<file path="src/rgma_pkg.sv">
// Package for the range-gated moving average block.
// Holds the shared types, register indexes and widths; depends on nothing.
`default_nettype none

package rgma_pkg;

    localparam int DATA_W = 16;
    localparam int WIN_W  = 5;

    // Register indexes, taken from paddr[4:2].
    localparam logic [2:0] REG_LOW_LIMIT  = 3'd0;
    localparam logic [2:0] REG_HIGH_LIMIT = 3'd1;
    localparam logic [2:0] REG_GAIN       = 3'd2;
    localparam logic [2:0] REG_OFFSET     = 3'd3;
    localparam logic [2:0] REG_WINDOW_LEN = 3'd4;

    typedef enum logic [2:0] {
        ST_IDLE,
        ST_CHECK,
        ST_MULT,
        ST_CALIB,
        ST_UPDATE,
        ST_FULL,
        ST_DIVIDE,
        ST_DELIVER
    } state_t;

    typedef struct packed {
        logic signed [DATA_W-1:0] low_limit;
        logic signed [DATA_W-1:0] high_limit;
        logic signed [DATA_W-1:0] gain;
        logic signed [DATA_W-1:0] offset;
        logic        [WIN_W-1:0]  win;
    } cfg_t;

    typedef struct packed {
        logic capture;
        logic read_old;
        logic mult;
        logic calib;
        logic update;
        logic div_start;
        logic div_step;
        logic out_load;
    } dp_cmd_t;

    typedef struct packed {
        logic in_range;
        logic full;
        logic div_done;
        logic out_free;
    } dp_status_t;

endpackage

`default_nettype wire

</file>
<file path="src/rgma_ctrl.sv">
// Controller state machine of the range-gated moving average.
// Sequences the datapath through commands; uses rgma_pkg.
`default_nettype none

module rgma_ctrl (
    input  wire logic                  aclk,
    input  wire logic                  aresetn,
    input  wire logic                  s_valid,
    output logic                       s_ready,
    input  wire rgma_pkg::dp_status_t  status,
    output rgma_pkg::dp_cmd_t          cmd
);

    rgma_pkg::state_t state_reg;
    rgma_pkg::state_t state_next;

    always_ff @(posedge aclk) begin
        if (!aresetn) begin
            state_reg <= rgma_pkg::ST_IDLE;
        end else begin
            state_reg <= state_next;
        end
    end

    always_comb begin
        state_next = state_reg;
        case (state_reg)
            rgma_pkg::ST_IDLE: begin
                if (s_valid) begin
                    state_next = rgma_pkg::ST_CHECK;
                end
            end
            rgma_pkg::ST_CHECK: begin
                state_next = status.in_range ? rgma_pkg::ST_MULT : rgma_pkg::ST_IDLE;
            end
            rgma_pkg::ST_MULT:   state_next = rgma_pkg::ST_CALIB;
            rgma_pkg::ST_CALIB:  state_next = rgma_pkg::ST_UPDATE;
            rgma_pkg::ST_UPDATE: state_next = rgma_pkg::ST_FULL;
            rgma_pkg::ST_FULL: begin
                state_next = status.full ? rgma_pkg::ST_DIVIDE : rgma_pkg::ST_IDLE;
            end
            rgma_pkg::ST_DIVIDE: begin
                if (status.div_done) begin
                    state_next = rgma_pkg::ST_DELIVER;
                end
            end
            rgma_pkg::ST_DELIVER: begin
                if (status.out_free) begin
                    state_next = rgma_pkg::ST_IDLE;
                end
            end
            default: state_next = rgma_pkg::ST_IDLE;
        endcase
    end

    always_comb begin
        cmd     = '0;
        s_ready = 1'b0;
        case (state_reg)
            rgma_pkg::ST_IDLE: begin
                s_ready     = 1'b1;
                cmd.capture = s_valid;
            end
            rgma_pkg::ST_CHECK:   cmd.read_old  = status.in_range;
            rgma_pkg::ST_MULT:    cmd.mult      = 1'b1;
            rgma_pkg::ST_CALIB:   cmd.calib     = 1'b1;
            rgma_pkg::ST_UPDATE:  cmd.update    = 1'b1;
            rgma_pkg::ST_FULL:    cmd.div_start = status.full;
            rgma_pkg::ST_DIVIDE:  cmd.div_step  = 1'b1;
            rgma_pkg::ST_DELIVER: cmd.out_load  = status.out_free;
            default: begin
                cmd = '0;
            end
        endcase
    end

endmodule

`default_nettype wire

</file>
<file path="src/rgma_dp.sv">
// Datapath of the range-gated moving average: range check, calibration,
// history ring with running sum, bit-serial divider and output register.
// Depends on rgma_pkg.
`default_nettype none

module rgma_dp #(
    parameter int MAX_WINDOW = 16
) (
    input  wire logic                        aclk,
    input  wire logic                        aresetn,
    input  wire rgma_pkg::cfg_t              cfg,
    input  wire logic                        cfg_clear,
    input  wire rgma_pkg::dp_cmd_t           cmd,
    output rgma_pkg::dp_status_t             status,
    input  wire logic signed [15:0]          s_sample,
    input  wire logic                        s_restart,
    output logic                             m_valid,
    input  wire logic                        m_ready,
    output logic signed [15:0]               m_average
);

    localparam int SLOT_W = (MAX_WINDOW > 1) ? $clog2(MAX_WINDOW) : 1;
    localparam int SUM_W  = 17 + $clog2(MAX_WINDOW);
    localparam int CNT_W  = $clog2(SUM_W);
    localparam int CMP_W  = 9;

    logic signed [15:0]       hist_mem [MAX_WINDOW];

    logic signed [15:0]       sample_reg;
    logic signed [31:0]       product_reg;
    logic signed [15:0]       cal_reg;
    logic signed [15:0]       old_reg;
    logic [SLOT_W-1:0]        slot_reg;
    logic [SLOT_W-1:0]        slot_wrap;
    logic [SLOT_W:0]          slot_inc;
    logic [SLOT_W-1:0]        slot_next;
    logic [4:0]               fill_reg;
    logic signed [SUM_W-1:0]  sum_reg;
    logic signed [SUM_W-1:0]  sum_next;
    logic [SUM_W-1:0]         dvd_reg;
    logic [SUM_W-1:0]         mag;
    logic [4:0]               rem_reg;
    logic [5:0]               trial;
    logic                     take;
    logic [CNT_W-1:0]         cnt_reg;
    logic                     neg_reg;
    logic                     m_valid_reg;
    logic signed [15:0]       avg_reg;
    logic signed [19:0]       scaled;
    logic signed [20:0]       cal_sum;
    logic signed [15:0]       cal_sat;
    logic signed [15:0]       quot16;
    logic                     clear_hist;
    logic                     window_full;

    assign clear_hist = cfg_clear | (cmd.capture & s_restart);

    assign slot_wrap = (CMP_W'(slot_reg) >= CMP_W'(cfg.win)) ? '0 : slot_reg;
    assign slot_inc  = {1'b0, slot_reg} + 1'b1;
    assign slot_next = (CMP_W'(slot_inc) >= CMP_W'(cfg.win)) ? '0 : slot_inc[SLOT_W-1:0];

    assign window_full = (fill_reg >= cfg.win);

    // Floor of product / 4096 is the arithmetic shift, then offset and clamp.
    assign scaled  = product_reg[31:12];
    assign cal_sum = {scaled[19], scaled} + {{5{cfg.offset[15]}}, cfg.offset};
    always_comb begin
        if (cal_sum > 21'sd32767) begin
            cal_sat = 16'sh7FFF;
        end else if (cal_sum < -21'sd32768) begin
            cal_sat = -16'sh8000;
        end else begin
            cal_sat = cal_sum[15:0];
        end
    end

    always_comb begin
        if (window_full) begin
            sum_next = sum_reg + {{(SUM_W-16){cal_reg[15]}}, cal_reg}
                               - {{(SUM_W-16){old_reg[15]}}, old_reg};
        end else begin
            sum_next = sum_reg + {{(SUM_W-16){cal_reg[15]}}, cal_reg};
        end
    end

    assign mag   = sum_reg[SUM_W-1] ? SUM_W'(-sum_reg) : SUM_W'(sum_reg);
    assign trial = {rem_reg, dvd_reg[SUM_W-1]};
    assign take  = (trial >= {1'b0, cfg.win});

    assign quot16 = dvd_reg[15:0];

    // Ring storage; an old entry enters the sum only after it was written.
    always_ff @(posedge aclk) begin
        if (cmd.update) begin
            hist_mem[slot_reg] <= cal_reg;
        end
        if (cmd.read_old) begin
            old_reg <= hist_mem[slot_wrap];
        end
    end

    always_ff @(posedge aclk) begin
        if (!aresetn) begin
            slot_reg    <= '0;
            fill_reg    <= '0;
            sum_reg     <= '0;
            m_valid_reg <= 1'b0;
        end else begin
            if (clear_hist) begin
                slot_reg <= '0;
                fill_reg <= '0;
                sum_reg  <= '0;
            end else if (cmd.read_old) begin
                slot_reg <= slot_wrap;
            end else if (cmd.update) begin
                slot_reg <= slot_next;
                sum_reg  <= sum_next;
                if (!window_full) begin
                    fill_reg <= fill_reg + 5'd1;
                end
            end
            if (cmd.out_load) begin
                m_valid_reg <= 1'b1;
            end else if (m_ready) begin
                m_valid_reg <= 1'b0;
            end
        end
    end

    always_ff @(posedge aclk) begin
        if (cmd.capture) begin
            sample_reg <= s_sample;
        end
        if (cmd.mult) begin
            product_reg <= sample_reg * cfg.gain;
        end
        if (cmd.calib) begin
            cal_reg <= cal_sat;
        end
        // Restoring division: the quotient bits shift in where dividend bits leave.
        if (cmd.div_start) begin
            dvd_reg <= mag + {{(SUM_W-4){1'b0}}, cfg.win[4:1]};
            rem_reg <= '0;
            cnt_reg <= '0;
            neg_reg <= sum_reg[SUM_W-1];
        end else if (cmd.div_step) begin
            dvd_reg <= {dvd_reg[SUM_W-2:0], take};
            rem_reg <= take ? 5'(trial - {1'b0, cfg.win}) : trial[4:0];
            cnt_reg <= cnt_reg + 1'b1;
        end
        if (cmd.out_load) begin
            avg_reg <= neg_reg ? -quot16 : quot16;
        end
    end

    always_comb begin
        status.in_range = (sample_reg >= cfg.low_limit) && (sample_reg <= cfg.high_limit);
        status.full     = window_full;
        status.div_done = (cnt_reg == CNT_W'(SUM_W - 1));
        status.out_free = !m_valid_reg || m_ready;
    end

    assign m_valid   = m_valid_reg;
    assign m_average = avg_reg;

endmodule

`default_nettype wire

</file>
<file path="src/range_gated_moving_average.sv">
// Range-gated moving average. An out-of-range item is dropped after the range
// check, an item that leaves the window unfilled passes calibration and the ring
// update, and an item that yields a result also runs through the one-bit-per-cycle
// divider before it is loaded into the output register.
// The output register lets the next item be accepted while a result waits.
// Synchronous active-low reset restores register defaults and empties the window.
`default_nettype none

module range_gated_moving_average #(
    parameter int MAX_WINDOW = 16
) (
    input  wire logic                 aclk,
    input  wire logic                 aresetn,
    input  wire logic                 psel,
    input  wire logic                 penable,
    input  wire logic                 pwrite,
    input  wire logic [4:0]           paddr,
    input  wire logic [31:0]          pwdata,
    output logic [31:0]               prdata,
    output logic                      pready,
    input  wire logic                 s_valid,
    output logic                      s_ready,
    input  wire logic signed [15:0]   s_sample,
    input  wire logic                 s_restart,
    output logic                      m_valid,
    input  wire logic                 m_ready,
    output logic signed [15:0]        m_average
);

    logic signed [15:0]    low_limit_reg;
    logic signed [15:0]    high_limit_reg;
    logic signed [15:0]    gain_reg;
    logic signed [15:0]    offset_reg;
    logic [4:0]            window_len_reg;
    logic [4:0]            eff_win;
    logic [2:0]            reg_idx;
    logic                  wr_en;
    logic                  cfg_clear;
    rgma_pkg::cfg_t        cfg;
    rgma_pkg::dp_cmd_t     cmd;
    rgma_pkg::dp_status_t  status;

    assign pready  = 1'b1;
    assign reg_idx = paddr[4:2];
    assign wr_en   = psel && penable && pwrite;
    assign cfg_clear = wr_en && (reg_idx == rgma_pkg::REG_WINDOW_LEN);

    always_ff @(posedge aclk) begin
        if (!aresetn) begin
            low_limit_reg  <= -16'sh8000;
            high_limit_reg <= 16'sh7FFF;
            gain_reg       <= 16'sh1000;
            offset_reg     <= '0;
            window_len_reg <= 5'd4;
        end else if (wr_en) begin
            case (reg_idx)
                rgma_pkg::REG_LOW_LIMIT:  low_limit_reg  <= pwdata[15:0];
                rgma_pkg::REG_HIGH_LIMIT: high_limit_reg <= pwdata[15:0];
                rgma_pkg::REG_GAIN:       gain_reg       <= pwdata[15:0];
                rgma_pkg::REG_OFFSET:     offset_reg     <= pwdata[15:0];
                rgma_pkg::REG_WINDOW_LEN: window_len_reg <= pwdata[4:0];
                default: begin
                end
            endcase
        end
    end

    always_comb begin
        case (reg_idx)
            rgma_pkg::REG_LOW_LIMIT:  prdata = {{16{low_limit_reg[15]}}, low_limit_reg};
            rgma_pkg::REG_HIGH_LIMIT: prdata = {{16{high_limit_reg[15]}}, high_limit_reg};
            rgma_pkg::REG_GAIN:       prdata = {{16{gain_reg[15]}}, gain_reg};
            rgma_pkg::REG_OFFSET:     prdata = {{16{offset_reg[15]}}, offset_reg};
            rgma_pkg::REG_WINDOW_LEN: prdata = {27'd0, window_len_reg};
            default:                  prdata = '0;
        endcase
    end

    // A window length of zero acts as one; longer than the ring acts as the ring.
    always_comb begin
        if (window_len_reg == 5'd0) begin
            eff_win = 5'd1;
        end else if (9'(window_len_reg) > 9'(MAX_WINDOW)) begin
            eff_win = 5'(MAX_WINDOW);
        end else begin
            eff_win = window_len_reg;
        end
    end

    always_comb begin
        cfg.low_limit  = low_limit_reg;
        cfg.high_limit = high_limit_reg;
        cfg.gain       = gain_reg;
        cfg.offset     = offset_reg;
        cfg.win        = eff_win;
    end

    rgma_ctrl u_ctrl (
        .aclk    (aclk),
        .aresetn (aresetn),
        .s_valid (s_valid),
        .s_ready (s_ready),
        .status  (status),
        .cmd     (cmd)
    );

    rgma_dp #(
        .MAX_WINDOW (MAX_WINDOW)
    ) u_dp (
        .aclk      (aclk),
        .aresetn   (aresetn),
        .cfg       (cfg),
        .cfg_clear (cfg_clear),
        .cmd       (cmd),
        .status    (status),
        .s_sample  (s_sample),
        .s_restart (s_restart),
        .m_valid   (m_valid),
        .m_ready   (m_ready),
        .m_average (m_average)
    );

    a_one_cmd: assert property (@(posedge aclk) disable iff (!aresetn)
        $onehot0(cmd))
        else $error("more than one datapath command active");

    a_load_free: assert property (@(posedge aclk) disable iff (!aresetn)
        cmd.out_load |-> (!m_valid || m_ready))
        else $error("output register overwritten while holding an item");

    a_one_item: assert property (@(posedge aclk) disable iff (!aresetn)
        (s_valid && s_ready) |=> !s_ready)
        else $error("new item accepted while one is in work");

    a_div_full: assert property (@(posedge aclk) disable iff (!aresetn)
        cmd.div_start |-> status.full)
        else $error("division started before the window is full");

endmodule

`default_nettype wire

</file>
<file path="config.mk">
export PLATFORM = sky130hd
export DESIGN_NAME = range_gated_moving_average
export DESIGN_NICKNAME = d
export VERILOG_FILES = /design/src/rgma_pkg.sv /design/src/rgma_ctrl.sv /design/src/rgma_dp.sv /design/src/range_gated_moving_average.sv
export SDC_FILE = /design/constraint.sdc
export NUM_CORES = 2
export LEC_CHECK = 0
export ABC_AREA = 1
export ABC_CLOCK_PERIOD_IN_PS = 8000
export BUFFER_PORTS_ARGS = -buffer_cell sky130_fd_sc_hd__buf_4
export CORE_MARGIN = 2
export CORE_UTILIZATION = 40
export CTS_CLUSTER_SIZE = 30
export DETAILED_ROUTE_END_ITERATION = 16
export PLACE_DENSITY = 0.55
export RECOVER_POWER = 25
export REMOVE_ABC_BUFFERS = 1
export SYNTH_ARGS = -nofsm -noshare
export SYNTH_HDL_FRONTEND = slang
export SYNTH_SLANG_ARGS = --single-unit
</file>
<file path="constraint.sdc">
create_clock -name aclk -period 8 [get_ports aclk]
set_input_delay 0.4 -clock aclk [delete_from_list [all_inputs] [get_ports aclk]]
set_output_delay 0.4 -clock aclk [all_outputs]
set_load 0.005 [all_outputs]
</file>
==> reports/results.ini <==
[yosys]
synthTopCellsByArea = edfxtp_1, fa_1, nand2_1, inv_1, ha_1
synth_fa_ha_area_share_pct = 22.0
ys_ff_latch = 475
synth_top_area_share_pct = 30.4
synthArstFlopShare_pct = 0
syn-cell-area_um2 = 35800
synthSimpleGateAreaFrac_pct = 20.0
synth.area.mux_share_pct = 0
synth_edf_count = 362
syn_avg_cell_area_um2 = 8.50
synth_compound_area_share_pct = 8.69
yosysUniqueCellTypes = 59
ys.flop_type = edfxtp_1
synthCells = 4210
yosysTopAreaCell = edfxtp_1
synth_top_family_by_area = adder cells
yosys_warnings = 0
seq_area_frac_synth_pct = 36.7
synth_xor_area_share_pct = 2.32

[clocking]
postCtsSetupRepairBufs = 0
cts_inserted_buffers = 50
post_cts_resize_count = 0
cts.sink_count = 475
cts_tree = built
clockRootBuffer = clkbuf_16
ctsHoldBuffers = 16
htree_levels = 2
clk_latency_ns = 0.62
clockBufferDepth = 3
clkTransAtPathRegs_ns = 0.07

[placed_design]
place_ws_ns = 1.63
post-place-cells = 5351
gp_congestion = 0.890
place.port_buffers = 92
dp_hpwl_um = 70600
placed_cell_area_um2 = 37600

[routing]
via_per_inst = 5.02
ant_nets = 0
route.detailed.drc = 0
drtIter0Drc = 1722
drt_wl_total_um = 97200
routed-via-count = 27400
wl_per_cell_um = 17.8
drt_first_pass_iters = 5

[global_routing]
use_met2_pct = 37.3
overflow = 0
grt_util_all_layers_pct = 21.3
met1_usage_pct = 28.5
grt_pass1_wl_um = 152000
grtUsageMet3_pct = 1.98
top_usage_layer = met2
antenna_found_initial = 2
grt_max_degree = 77
grt_pass1_vias = 26900

[power_and_ir_drop]
p_leak_nw = 18.7
p_int_mw = 4.26
p_per_area_nw_per_um2 = 149
p_clk_share_pct = 39.8
swShare_pct = 27.2
pwr-share-comb_pct = 13.6
ir_drop_mv = 0.170
seqPwrFrac_pct = 46.7
p_switching_mw = 1.59
total_power_mw = 5.85

[timing]
setup-tns-final_ns = 0
finalHoldViolCount = 0
period_share_pct = 79.8
fmax_ghz = 0.157
finalCriticalPeriod_ns = 6.39
tightestPinTransition_ns = 2.82
rsz0062_at_grt = false
slew_viol_final = 71
slew_headroom_pct = -87.9
setup_viol = 0
final.setup.worst_slack_ns = 1.61
clock_skew_ns = 0.0330
hold_slack_ns = 0.0378

[die]
die_x_um = 303
core_um2 = 88500
initial_core_util_pct = 40.4
die-height_um = 303
ioPinCount = 112
die-area_um2 = 91900
fp-row-count = 109

[outcome]
violations = max-capacitance violations, max-slew violations
status = complete, but fails checks

[setup_path]
end_kind = flop
path_buf_inv = 4
slowest_stage = fa_1
cp_top_family = adder cells
worstSetupPathType = flop to flop
path_depth = 18
worst_ep_arrival_time_ns = 6.71
crit_chain = buf_4, nand2_1, inv_1, fa_1, fa_1, fa_1, fa_1, fa_1, inv_1, fa_1, inv_1, ha_1, a21oi_1, o21a_1, o21ai_0, a21oi_1, nand2_1, xor2_1
slowest_delay_ns = 0.91
r2r_cells = 18
crit_fanout = 14
path_common_cell = fa_1
cp.required_ns = 8.32
critPathLaunchType = flop

[finish]
area_growth_pct = 9.92
fin_area_um2 = 39300
n_antenna_cell = 0
stdcell_count = 5457
fillers = 8895
nets = 4784
final_cell_mix = nand2_1, inv_1, nor2_1, edfxtp_1, fa_1
largest_reg_flops = 256
fin_util_pct = 44.4
layout-drive-gt1-share_pct = 6.97
final_common_cell = nand2_1

[job]
cap_violations = 1

[worst_hold_path]
min_path_type = input port to flop
hold_depth = 3

[cell families after synthesis]
| logic type | Yosys count |
|---|---|
| and+or+nand+nor | 1691 |
| buffers and inverters | 930 |
| AOI/OAI and AO/OA | 550 |
| DFF | 475 |
| adders and majority gates | 469 |
| xor gates and xnor gates | 94 |
| other | 1 |
[power groups by stage]
stage                     logic [mW]  registers (mW)  clock network, mW
after floorplan                0.534            2.76                  0
after global placement         0.783            2.78                  0
after detailed placement       0.790            2.78                  0
after CTS                      0.800            2.73               2.38
after global routing           0.908            2.73               2.47
final                          0.794            2.73               2.33
[area by class of cell]
| type | instances | area, µm² | share of cell area [%] |
|---|---|---|---|
| sequential | 475 | 13100 | 33.4 |
| clock buffer | 60 | 1310 | 3.33 |
| tap | 1165 | 1460 | 3.71 |
| timing repair buffer | 162 | 1240 | 3.16 |
| inverter | 760 | 2850 | 7.25 |
| clock inverter | 30 | 325 | 0.827 |
| multi-input combinational | 2805 | 19000 | 48.3 |
[per-layer routing]
layer	vias up	routed length, µm
met5	-	26
met2	565	48000
met3	100	3980
met1	13200	43400
li1	13600	-
met4	4	1800
[worst min-delay path, cell delays in order]
cell and delay, ns:
buf_4 0.10, nand2_1 0.05, o211ai_1 0.06
[path summary, 6_finish.rpt]
kind | from | endpoint | slack (ns)
worst max-delay path | u_dp.sample_reg[15] | u_dp.product_reg[31] | 1.61
worst min-delay path | pwdata[13] | high_limit_reg[13] | 0.04
worst max register to register | u_dp.sample_reg[15] | u_dp.product_reg[31] | 1.61
worst min register to register | high_limit_reg[15] | high_limit_reg[15] | 0.49
[synth_stat cells (7+ instances only)]
cell	instances
xor2_1	62
o211ai_1	43
nand2_1	917
a21oi_1	181
edfxtp_1	362
buf_2	36
nor3_1	30
clkbuf_1	99
buf_4	26
dfxtp_1	113
nor4_1	13
fa_1	266
xnor2_1	31
o21a_1	10
o2111ai_1	12
o21ai_1	32
o21ai_0	207
nand2_2	18
ha_1	203
inv_2	8
nand4_1	47
nand3_1	237
a31oi_1	17
buf_6	8
o21bai_1	7
a21o_1	8
nor2_1	380
inv_1	751
(Power assumes the default switching activity.)
